[config.mk]
export PLATFORM = sky130hd
export DESIGN_NAME = jitter_entropy_pool_with_lcg
export DESIGN_NICKNAME = d
export VERILOG_FILES = /design/src/hw/rtl/jep_pkg.sv /design/src/hw/rtl/jep_pm_unit.sv /design/src/hw/rtl/jitter_entropy_pool_with_lcg.sv
export SDC_FILE = /design/constraint.sdc
export NUM_CORES = 2
export LEC_CHECK = 0
export BUFFER_PORTS_ARGS = -buffer_cell sky130_fd_sc_hd__clkbuf_2
export CAP_MARGIN = 20
export CORE_ASPECT_RATIO = 0.6
export CORE_MARGIN = 2
export CORE_UTILIZATION = 24
export CTS_BUF_LIST = sky130_fd_sc_hd__clkbuf_16
export CTS_CLUSTER_SIZE = 16
export DETAILED_ROUTE_END_ITERATION = 7
export GPL_ROUTABILITY_DRIVEN = 0
export GPL_TIMING_DRIVEN = 1
export SLEW_MARGIN = 20
export SYNTH_ARGS = -nofsm -noshare
export SYNTH_HDL_FRONTEND = slang
export SYNTH_SLANG_ARGS = --single-unit
[constraint.sdc]
create_clock -name i_clk -period 5.9 [get_ports i_clk]
set_input_delay 0.885 -clock i_clk [delete_from_list [all_inputs] [get_ports i_clk]]
set_output_delay 0.885 -clock i_clk [all_outputs]
set_load 0.1 [all_outputs]
[src/hw/rtl/jep_pkg.sv]
// shared types and constants for the jitter entropy pool with park-miller output
// no dependencies
`default_nettype none

package jep_pkg;

    // sequencer states of the draw engine
    typedef enum logic [2:0] {
        ST_IDLE,
        ST_MUL,
        ST_RED,
        ST_POP,
        ST_POPD,
        ST_DONE
    } t_state;

    // park-miller minimal standard constants
    localparam logic [14:0] PM_MULT = 15'h41A7;
    localparam logic [30:0] PM_MOD  = 31'h7FFFFFFF;

    // configuration register indexes
    localparam logic REG_SOURCE_MODE = 1'b0;
    localparam logic REG_SEED_INIT   = 1'b1;

    // source modes
    localparam logic MODE_TIMESTAMP = 1'b0;
    localparam logic MODE_ADC       = 1'b1;

    // input request kinds
    localparam logic FUNC_SAMPLE = 1'b0;
    localparam logic FUNC_DRAW   = 1'b1;

    // seed bytes per draw and the step codes of the draw sequence
    localparam logic [2:0] SEED_BYTES    = 3'd4;
    localparam logic [2:0] LAST_FALLBACK = 3'd3;
    localparam logic [2:0] FINAL_STEP    = 3'd4;

endpackage

`default_nettype wire

[src/hw/rtl/jep_pm_unit.sv]
// shared park-miller step unit: registered 32x15 product, then mod (2^31 - 1) fold
// depends on jep_pkg
`default_nettype none

module jep_pm_unit
    import jep_pkg::*;
(
    input  wire logic        i_clk,
    input  wire logic        i_load,
    input  wire logic [31:0] i_operand,
    output logic      [31:0] o_result
);

    logic [46:0] r_prod;
    logic [31:0] w_sum;
    logic [31:0] w_mod;

    always_ff @(posedge i_clk) begin
        if (i_load) begin
            r_prod <= 47'(i_operand) * 47'(PM_MULT);
        end
    end

    // 2^31 == 1 mod m, so high part folds onto the low part
    assign w_mod = {1'b0, PM_MOD};
    assign w_sum = 32'(r_prod[46:31]) + {1'b0, r_prod[30:0]};

    always_comb begin
        if (w_sum >= w_mod) begin
            o_result = w_sum - w_mod;
        end else begin
            o_result = w_sum;
        end
    end

endmodule

`default_nettype wire

[src/hw/rtl/jitter_entropy_pool_with_lcg.sv]
// jitter entropy pool: sample tick collection into a byte fifo, park-miller draw engine
// depends on jep_pkg and jep_pm_unit
//
// usage:
//   s_axis carries requests: tuser selects a sample tick or a draw, tdata holds the
//   32-bit timestamp or adc code (ignored on a draw).
//   a sample tick leaves the block in idle and gives no result. a comparison bit is
//   shifted in when the two compared values differ; each full byte goes into a
//   POOL_DEPTH byte fifo, and a byte that meets a full fifo is dropped.
//   a draw gives one result on m_axis: the new 32-bit seed and how many of the
//   four seed bytes came from the pool.
//   in a draw, the single park-miller unit runs five steps (multiply, then fold), and
//   every pool byte costs one memory read. s_axis_tready is low while a draw runs; a
//   sample tick every cycle is sustained between draws. if m_axis stalls, a finished
//   draw waits in its output register and the block keeps taking sample ticks; a second
//   draw holds at its end until the register frees. reset clears seed, pointers, fill
//   level and collector state; pool contents are not cleared and need no clearing pass,
//   since only written bytes are ever read. configuration (source mode, seed load) is
//   written through i_cfg_*; the user must do this only while idle, as the block itself
//   does not enforce it.
`default_nettype none

module jitter_entropy_pool_with_lcg
    import jep_pkg::*;
#(
    parameter int POOL_DEPTH = 64
) (
    input  wire logic        i_clk,
    input  wire logic        i_rst_n,
    // configuration write port
    input  wire logic        i_cfg_we,
    input  wire logic        i_cfg_addr,
    input  wire logic [31:0] i_cfg_wdata,
    // request stream
    input  wire logic        s_axis_tvalid,
    output logic             s_axis_tready,
    input  wire logic [31:0] s_axis_tdata,   // [31:0] sample
    input  wire logic [0:0]  s_axis_tuser,   // [0] func
    // result stream
    output logic             m_axis_tvalid,
    input  wire logic        m_axis_tready,
    output logic      [39:0] m_axis_tdata    // [31:0] random_value, [34:32] pool_bytes_used
);

    localparam int PTR_W  = $clog2(POOL_DEPTH);
    localparam int FILL_W = $clog2(POOL_DEPTH + 1);
    localparam logic [PTR_W-1:0]  PTR_LAST = PTR_W'(POOL_DEPTH - 1);
    localparam logic [FILL_W-1:0] FILL_MAX = FILL_W'(POOL_DEPTH);

    t_state r_state, n_state;

    logic              r_mode;
    logic [31:0]       r_seed;
    logic [31:0]       r_last_sample;
    logic [31:0]       r_last_diff;
    logic [7:0]        r_acc;
    logic [2:0]        r_bit_cnt;
    logic [PTR_W-1:0]  r_rd_ptr;
    logic [PTR_W-1:0]  r_wr_ptr;
    logic [FILL_W-1:0] r_fill;
    logic [2:0]        r_step;
    logic [2:0]        r_used;
    logic [31:0]       r_bytes;
    logic              r_out_valid;
    logic [31:0]       r_out_value;
    logic [2:0]        r_out_used;

    logic [7:0]        mem [POOL_DEPTH];
    logic [7:0]        r_rd_data;

    logic        w_in_acc;
    logic        w_sample_acc;
    logic        w_draw_acc;
    logic        w_pm_load;
    logic        w_pop;
    logic        w_pop_done;
    logic        w_out_load;
    logic        w_push;
    logic [31:0] w_pm_result;
    logic [31:0] w_diff;
    logic [31:0] w_prev;
    logic [31:0] w_curr;
    logic        w_shift;
    logic [7:0]  w_acc_next;

    jep_pm_unit u_pm (
        .i_clk     (i_clk),
        .i_load    (w_pm_load),
        .i_operand (r_seed),
        .o_result  (w_pm_result)
    );

    // ---------------- sequencer ----------------
    always_comb begin
        n_state = r_state;
        case (r_state)
            ST_IDLE: begin
                if (w_draw_acc) begin
                    n_state = ST_MUL;
                end
            end
            ST_MUL: n_state = ST_RED;
            ST_RED: begin
                if (r_step == FINAL_STEP) begin
                    n_state = ST_DONE;
                end else if (r_step == LAST_FALLBACK) begin
                    n_state = ST_POP;
                end else begin
                    n_state = ST_MUL;
                end
            end
            ST_POP: begin
                if (r_used != SEED_BYTES && r_fill != '0) begin
                    n_state = ST_POPD;
                end else begin
                    n_state = ST_MUL;
                end
            end
            ST_POPD: n_state = ST_POP;
            ST_DONE: begin
                if (!r_out_valid || m_axis_tready) begin
                    n_state = ST_IDLE;
                end
            end
            default: n_state = ST_IDLE;
        endcase
    end

    always_comb begin
        s_axis_tready = 1'b0;
        w_pm_load     = 1'b0;
        w_pop         = 1'b0;
        w_pop_done    = 1'b0;
        w_out_load    = 1'b0;
        case (r_state)
            ST_IDLE: s_axis_tready = 1'b1;
            ST_MUL:  w_pm_load = 1'b1;
            ST_POP:  w_pop = (r_used != SEED_BYTES) && (r_fill != '0);
            ST_POPD: w_pop_done = 1'b1;
            ST_DONE: w_out_load = !r_out_valid || m_axis_tready;
            default: s_axis_tready = 1'b0;
        endcase
    end

    assign w_in_acc     = s_axis_tvalid && s_axis_tready;
    assign w_sample_acc = w_in_acc && (s_axis_tuser[0] == FUNC_SAMPLE);
    assign w_draw_acc   = w_in_acc && (s_axis_tuser[0] == FUNC_DRAW);

    always_ff @(posedge i_clk) begin
        if (!i_rst_n) begin
            r_state <= ST_IDLE;
        end else begin
            r_state <= n_state;
        end
    end

    // ---------------- sample collector ----------------
    assign w_diff     = s_axis_tdata - r_last_sample;
    assign w_prev     = (r_mode == MODE_TIMESTAMP) ? r_last_diff : r_last_sample;
    assign w_curr     = (r_mode == MODE_TIMESTAMP) ? w_diff : s_axis_tdata;
    assign w_shift    = w_sample_acc && (w_prev != w_curr);
    assign w_acc_next = {r_acc[6:0], w_prev > w_curr};
    assign w_push     = w_shift && (r_bit_cnt == 3'd7) && (r_fill != FILL_MAX);

    always_ff @(posedge i_clk) begin
        if (!i_rst_n) begin
            r_last_sample <= '0;
            r_last_diff   <= '0;
            r_acc         <= '0;
            r_bit_cnt     <= '0;
        end else if (w_sample_acc) begin
            r_last_sample <= s_axis_tdata;
            if (r_mode == MODE_TIMESTAMP) begin
                r_last_diff <= w_diff;
            end
            if (w_shift) begin
                r_acc     <= w_acc_next;
                r_bit_cnt <= r_bit_cnt + 3'd1;
            end
        end
    end

    // ---------------- pool fifo ----------------
    always_ff @(posedge i_clk) begin
        if (w_push) begin
            mem[r_wr_ptr] <= w_acc_next;
        end
        if (w_pop) begin
            r_rd_data <= mem[r_rd_ptr];
        end
    end

    always_ff @(posedge i_clk) begin
        if (!i_rst_n) begin
            r_rd_ptr <= '0;
            r_wr_ptr <= '0;
            r_fill   <= '0;
        end else begin
            if (w_push) begin
                r_wr_ptr <= (r_wr_ptr == PTR_LAST) ? '0 : r_wr_ptr + 1'b1;
                r_fill   <= r_fill + 1'b1;
            end else if (w_pop) begin
                r_rd_ptr <= (r_rd_ptr == PTR_LAST) ? '0 : r_rd_ptr + 1'b1;
                r_fill   <= r_fill - 1'b1;
            end
        end
    end

    // ---------------- draw datapath ----------------
    always_ff @(posedge i_clk) begin
        if (!i_rst_n) begin
            r_mode <= MODE_TIMESTAMP;
            r_seed <= '0;
            r_step <= '0;
            r_used <= '0;
        end else begin
            if (w_draw_acc) begin
                r_step <= '0;
                r_used <= '0;
            end
            if (r_state == ST_RED) begin
                r_seed <= w_pm_result;
                if (r_step != FINAL_STEP) begin
                    // fallback bytes land first-most-significant
                    r_bytes <= {r_bytes[23:0], w_pm_result[7:0]};
                    r_step  <= r_step + 3'd1;
                end
            end
            if (r_state == ST_POP && !w_pop) begin
                r_seed <= r_bytes;
                r_step <= FINAL_STEP;
            end
            if (w_pop_done) begin
                case (r_used[1:0])
                    2'd0:    r_bytes[31:24] <= r_rd_data;
                    2'd1:    r_bytes[23:16] <= r_rd_data;
                    2'd2:    r_bytes[15:8]  <= r_rd_data;
                    default: r_bytes[7:0]   <= r_rd_data;
                endcase
                r_used <= r_used + 3'd1;
            end
            if (i_cfg_we) begin
                case (i_cfg_addr)
                    REG_SOURCE_MODE: r_mode <= i_cfg_wdata[0];
                    REG_SEED_INIT:   r_seed <= i_cfg_wdata;
                    default:         r_mode <= r_mode;
                endcase
            end
        end
    end

    // ---------------- output register ----------------
    always_ff @(posedge i_clk) begin
        if (!i_rst_n) begin
            r_out_valid <= 1'b0;
        end else if (w_out_load) begin
            r_out_valid <= 1'b1;
        end else if (m_axis_tready) begin
            r_out_valid <= 1'b0;
        end
    end

    always_ff @(posedge i_clk) begin
        if (w_out_load) begin
            r_out_value <= r_seed;
            r_out_used  <= r_used;
        end
    end

    assign m_axis_tvalid = r_out_valid;
    assign m_axis_tdata  = {5'd0, r_out_used, r_out_value};

    // ---------------- assertions ----------------
    a_fill_bound: assert property (@(posedge i_clk) disable iff (!i_rst_n)
        r_fill <= FILL_MAX)
        else $error("pool fill above depth");

    a_fill_step: assert property (@(posedge i_clk) disable iff (!i_rst_n)
        $past(i_rst_n) |-> (r_fill == $past(r_fill) || r_fill == $past(r_fill) + 1'b1
                            || r_fill == $past(r_fill) - 1'b1))
        else $error("pool fill moved by more than one");

    a_sample_one_cycle: assert property (@(posedge i_clk) disable iff (!i_rst_n)
        w_sample_acc |=> r_state == ST_IDLE)
        else $error("sample tick left idle");

    a_used_bound: assert property (@(posedge i_clk) disable iff (!i_rst_n)
        r_out_valid |-> r_out_used <= SEED_BYTES)
        else $error("more than four pool bytes used");

    a_no_push_in_draw: assert property (@(posedge i_clk) disable iff (!i_rst_n)
        w_pop |-> !w_push)
        else $error("push and pop in the same cycle");

endmodule

`default_nettype wire

* After elaboration in Yosys (flattened, before gate mapping)
Memories as Yosys holds them, arrays and structs flattened. A register that Yosys moved wholly into a read port is not among the register bits.
Cells that the tools add are included.
** Storage, ports and cells
- Output and inout port bits :: 42
- Memories kept :: 1
- Bits in registers :: 250
- RAM bits :: 512
- Word-level logic and storage cells :: 118
** Operators by class
- Magnitude comparators :: 2
- Bitwise gates (word level) :: 5
- Reduce and logical (&&, ||, !) cells :: 24
- Muxes and demuxes :: 39
- Eq/ne operators :: 18
- Add/sub/neg operators :: 10
- Multiply operators :: 1
** Memory list
- mem :: words 64, width 8, rd ports 1, clocked after Yosys merged registers in 1, write ports 1, line jitter_entropy_pool_with_lcg.sv:68 : logic [7:0] mem [POOL_DEPTH];
** Operators by type and width (count)
- $mux 32 :: 10
- $mul 32x15->47 const B :: 1
- $add 16x31->32 :: 1
- $ge 32x31->1 const B :: 1
- $gt 32x32->1 :: 1
- $mux 8 :: 4
- $ne 32x32->1 :: 1
- $sub 32x31->32 const B :: 1
- $sub 32x32->32 :: 1
- $mux 3 :: 10
- $pmux 3 s6 :: 1
- $mux 7 :: 2
- $add 6x1->6 const B :: 2
- $eq 3x3->1 const B :: 4
- $eq 6x6->1 const B :: 2
- $mux 6 :: 2
- $reduce_and 2->1 :: 5
- $add 3x1->3 const B :: 3
- $eq 3x2->1 const B :: 3
- $mux 1 :: 9
- $logic_and 1x1->1 :: 8
- $add 7x1->7 const B :: 1
- $ne 7x7->1 const B :: 1
- $reduce_bool 7->1 :: 1
- other kinds (15) :: 24

* Logic depth before layout (Yosys ltp)
- Depth in word-level cells :: 9
- Depth in mapped cells :: 30
- Mapped depth without buffers :: 29

* Cells and area by module
From an unflattened synthesis, not the netlist that was laid out.
** Unflattened totals
- Cells, all modules :: 3449
- Area total of the unflattened synthesis :: 43900.9 um2
** Modules (own cells, without submodules)
- jitter_entropy_pool_with_lcg :: sequential area each 20349.5 um2, area an instance 32069.5 um2, cells each 2143, times used 1
- jep_pm_unit :: sequential area each 1411.4 um2, area an instance 11831.3 um2, cells each 1306, times used 1

* Worst setup path before layout
Ideal clock, no wire load.
- Kind :: input port to flip-flop
- From :: input s_axis_tdata[4]
- To :: memory mem[0][0] (data pin)
- Path slack :: -483 ps
- Arrival :: 5802 ps
- Path buffers :: 0
- Stages :: 21
- Setup time :: 582 ps
- Path through :: ha_1 -> a21o_1 -> a21oi_1 -> nand3_1 -> a21oi_1 -> o21ai_0 -> or4_1 -> a21oi_1 -> xnor2_1 -> mux2i_1 -> ha_1 -> a21o_1 -> a21o_1 -> a21oi_1 -> nor2b_1 -> o21ai_0 -> nand2b_1 -> a21oi_1 -> nor3_1 -> a2111oi_0 -> a32oi_1
** Between the ends
- Cells in the longest elaborated chain, start to end :: 3
** RTL lines
- start: declaration :: line jitter_entropy_pool_with_lcg.sv:37 : input wire logic [31:0] s_axis_tdata,
- $sub 32x32->32 :: line jitter_entropy_pool_with_lcg.sv:158 : assign w_diff = s_axis_tdata - r_last_sample;
- $mux 32 * :: line jitter_entropy_pool_with_lcg.sv:160 : assign w_curr = (r_mode == MODE_TIMESTAMP) ? w_diff : s_axis_tdata;
- $gt 32x32->1 * :: line jitter_entropy_pool_with_lcg.sv:162 : assign w_acc_next = {r_acc[6:0], w_prev > w_curr};
- named net w_acc_next[0] :: line jitter_entropy_pool_with_lcg.sv:84 : logic [7:0] w_acc_next;
- end: declaration :: line jitter_entropy_pool_with_lcg.sv:68
The timed path passes the listed nets; every way through them passes the cells marked *.

* Worst setup path in the final report
- From :: register r_seed[11]
- To :: register u_pm.r_prod[44] (data pin)
** Between the ends
- Cells in the longest elaborated chain, start to end :: 1
** RTL lines
- start: declaration :: line jitter_entropy_pool_with_lcg.sv:53 : logic [31:0] r_seed;
- start signal: assignment :: line jitter_entropy_pool_with_lcg.sv:222 : r_seed <= w_pm_result;
- start signal: assignment :: line jitter_entropy_pool_with_lcg.sv:230 : r_seed <= r_bytes;
- start signal: assignment :: line jitter_entropy_pool_with_lcg.sv:245 : REG_SEED_INIT: r_seed <= i_cfg_wdata;
- $mul 32x15->47 :: line jep_pm_unit.sv:20 : r_prod <= 47'(i_operand) * 47'(PM_MULT);
- end signal: assignment :: line jep_pm_unit.sv:20
- end: declaration :: line jep_pm_unit.sv:14 : logic [46:0] r_prod;
Every way passes these cells.
A chain may end at the register's enable or synchronous reset.

==> metrics <==
Synth async-reset ratio 0; leakage power 19.0 nW; most common cell after layout, fill and taps aside edfxtp_1; Synth Flop Type edfxtp_1; final number of setup-violating endpoints 0; Cells after Synth 3,256; GRT met1 Usage 0.212; failing checks design-rule violations; Slew Limit Headroom 0.268; final instance area 51,000 um2; Cell Area, Placed 47,900 um2; EDFF count, synth roughly 630; ranking of synthesized cells by area edfxtp_1, mux4_2, ha_1; CTS clk-pin slew, worst paths 70 ps; Post-route DRC 6; Routed WL per cell between 15 and 20 um; Worst VDD drop 0.227 mV; maximum clock rate approximately 170 MHz; Clock Skews roughly 40 ps; cell family with most CP delay adder cells; fin util 0.290; area leader, netlist edfxtp_1; Worst-Skew Late Latency around 690 ps; CP bufs+invs 6; Max FO, Critical Path 3; post-layout instance count excluding filler cells just over 6,000; commonest cells after routing, fill and taps aside edfxtp_1, buf_4, inv_1, ha_1, nand2_1; power per cell area 321 nW/um2; die width 547 um; Placeable Area 176,000 um2; # Max-Cap Violations 0; syn_area_per_cell between 10 and 15 um2; All-Layer GR Usage 0.131; initial core utilization 0.242; Vias/cell 4.62; met2 Track Usage GR 0.170; worst-path cell chain inv_4 > buf_6 > fa_1 > inv_2 > ha_4 > fa_1 > ha_4 > fa_1 > inv_2 > fa_1 > inv_2 > ha_4 > and3_4 > buf_6 > nand2_4 > a21oi_4 > a21oi_4 > o31a_1 > o41ai_4 > a31o_2 > nand2_2 > o31ai_4 > o31a_1 > xnor2_1; global-route met3 utilization 0.0350; area grow syn2layout 20.0%; final wirelength 120,000 um; nets 4,115; Crit Path Class flip-flop to flip-flop; RSZ-0062 raised after global routing yes; WP data arrival 6280 ps; slew at the pin closest to its max-slew limit 1100 ps; sequential area share after synthesis 0.512; Row Count 119; cts hold-fix bufs 0; DRT antenna net count 0; CP max-delay cell fa_1; outcome finished with violations; #FFs+latches synth 770; Post-Syn Area 42,500 um2; DP Wirelength approximately 86,000 um; CTS root buf clkbuf_16; largest buffer count on any clock path 3; clk sink count slightly below 800; # IOs approximately 110; total power between 15 and 20 mW; crit path launch type flip-flop; largest net degree at the start of global routing 73; initial DRC count 3,007; CTS tree done; Final Hold Fails 0; total negative slack 0 ps; H-tree depth 3; CP most frequent cell fa_1; Die Y 330 um; number of global-route vias before repair about 27,000; initial antenna violation count 9; first-pass GRT wire length around 180,000 um; required time of the critical path 6320 ps; HP Class flip-flop to flip-flop; busiest grt layer met1; CTS buffer count 73; Tcrit/Tclk final 0.994; IO Port Bufs 107; Slew Limit Fails 0; routed vias about 28,000; CP endpoint kind flip-flop; grt ovf 0; CP max stage delay 540 ps; minimum clock period 5870 ps; DRT Pass-1 Iters 8; synthesis warning total 0; Die ar. 181,000 um2; share of layout cells above drive strength 1 0.242; post-synth top area share 0.448; Yosys cell types 79; placed insts just under 6,000; # diodes 0; Fillers around 18,000
-- metrics by stage --
step           setup WS [ps]  hold WS (ps)
2_1_floorplan           2.98           440
3_3_place_gp            -531           449
3_5_place_dp            -455           456
4_1_cts                 6.72           424
5_1_grt                 -134           465
6_report                34.3           461
-- registers in the layout, indices dropped and copies added (netlist names), 7 cells and up --
register	count
mem	512
r_last_sample	32
r_bytes	32
r_acc	7
r_seed	32
u_pm.r_prod	47
r_out_value	32
r_rd_data	8
r_fill	7
r_last_diff	32
-- routing by layer --
metal | up-vias | wire, um | part of all wire
met3 | 109 | 11400 | 0.096
met4 | 6 | 1660 | 0.014
li1 | 12700 | - | -
met2 | 1025 | 46000 | 0.38
met1 | 14000 | 60500 | 0.51
met5 | - | 40 | 0.00033
-- power breakdown --
part / leakage (nW) / internal (mW) / switching (mW)
registers: 7.01 / 6.12 / 0.139
clock network: 1.22 / 2.66 / 2.20
logic: 10.8 / 2.30 / 2.92
total: 19.0 / 11.1 / 5.26
-- timing repair --
item / 4_1_cts / 5_1_grt
endpoints found under the hold margin: 0 / 0
resized for setup: 36 / 115
setup endpoints to repair: 18 / 381
buffers inserted: 3 / 7
pin swaps: 16 / 56
-- cell usage after synthesis, types with 8 or more instances --
library cell / number
edfxtp_1: 634
buf_1: 29
o31ai_1: 8
nor2b_1: 31
buf_2: 13
inv_1: 284
or3_1: 11
a21oi_1: 121
a221oi_1: 8
ha_1: 290
mux2i_1: 61
dfxtp_1: 136
a31oi_1: 25
mux2_2: 34
nand4_1: 25
nand3b_1: 9
fa_1: 141
o21ai_0: 121
mux4_2: 168
o31a_1: 9
nand2_1: 252
o211ai_1: 17
a211oi_1: 11
nor2_1: 178
o21a_1: 27
a21boi_0: 57
xor2_1: 36
clkbuf_1: 93
and3_1: 22
nand2b_1: 17
nor3b_1: 8
xnor2_1: 74
a21o_1: 51
o21bai_1: 13
nand3_1: 66
nor3_1: 48
and2_1: 25
-- final cells by class --
| class | instances | area, um2 | share of cell area |
|---|---|---|---|
| flip-flops and latches | 770 | 21800 | 0.428 |
| multi-input cells | 2063 | 19700 | 0.387 |
| repair buffers | 421 | 3010 | 0.0590 |
| well taps | 2359 | 2950 | 0.0579 |
| clock buffers | 74 | 1850 | 0.0363 |
| inverters | 284 | 1070 | 0.0210 |
| clock inverters | 60 | 556 | 0.0109 |
-- path summary, 6_finish.rpt --
path         cells past startpoint         endpoint  slack, ps            from
max                             24  u_pm.r_prod[44]         30      r_seed[11]
min                              2   r_last_diff[9]        460  r_last_diff[9]
max reg2reg                     24  u_pm.r_prod[44]         30      r_seed[11]
min reg2reg                      2   r_last_diff[9]        460  r_last_diff[9]
-- worst register-to-register path: stages (launching register included) --
cell,delay (ps)
dfxtp_2,360
inv_4,50
buf_6,110
fa_1,520
inv_2,50
ha_4,210
fa_1,540
ha_4,210
fa_1,510
inv_2,40
fa_1,510
inv_2,50
ha_4,260
and3_4,210
buf_6,110
nand2_4,50
a21oi_4,160
a21oi_4,90
o31a_1,340
o41ai_4,420
a31o_2,260
nand2_2,100
o31ai_4,210
o31a_1,170
xnor2_1,70
-- logic make-up (layout without fill, tap and decap cells) --
kind of cell | Yosys count | count (layout) | share of synthesized area
flip-flops | 770 | 770 | 0.512
AND/OR/NAND/NOR | 721 | 721 | 0.0797
AO/OA/AOI/OAI | 533 | 533 | 0.0822
adder cells (fa/ha/maj) | 431 | 431 | 0.152
buffers and inverters | 427 | 839 | 0.0389
multiplexers | 263 | 263 | 0.112
XOR/XNOR | 110 | 110 | 0.0227
other | 1 | 5 | 0.0000883
(Power assumes the default switching activity.)
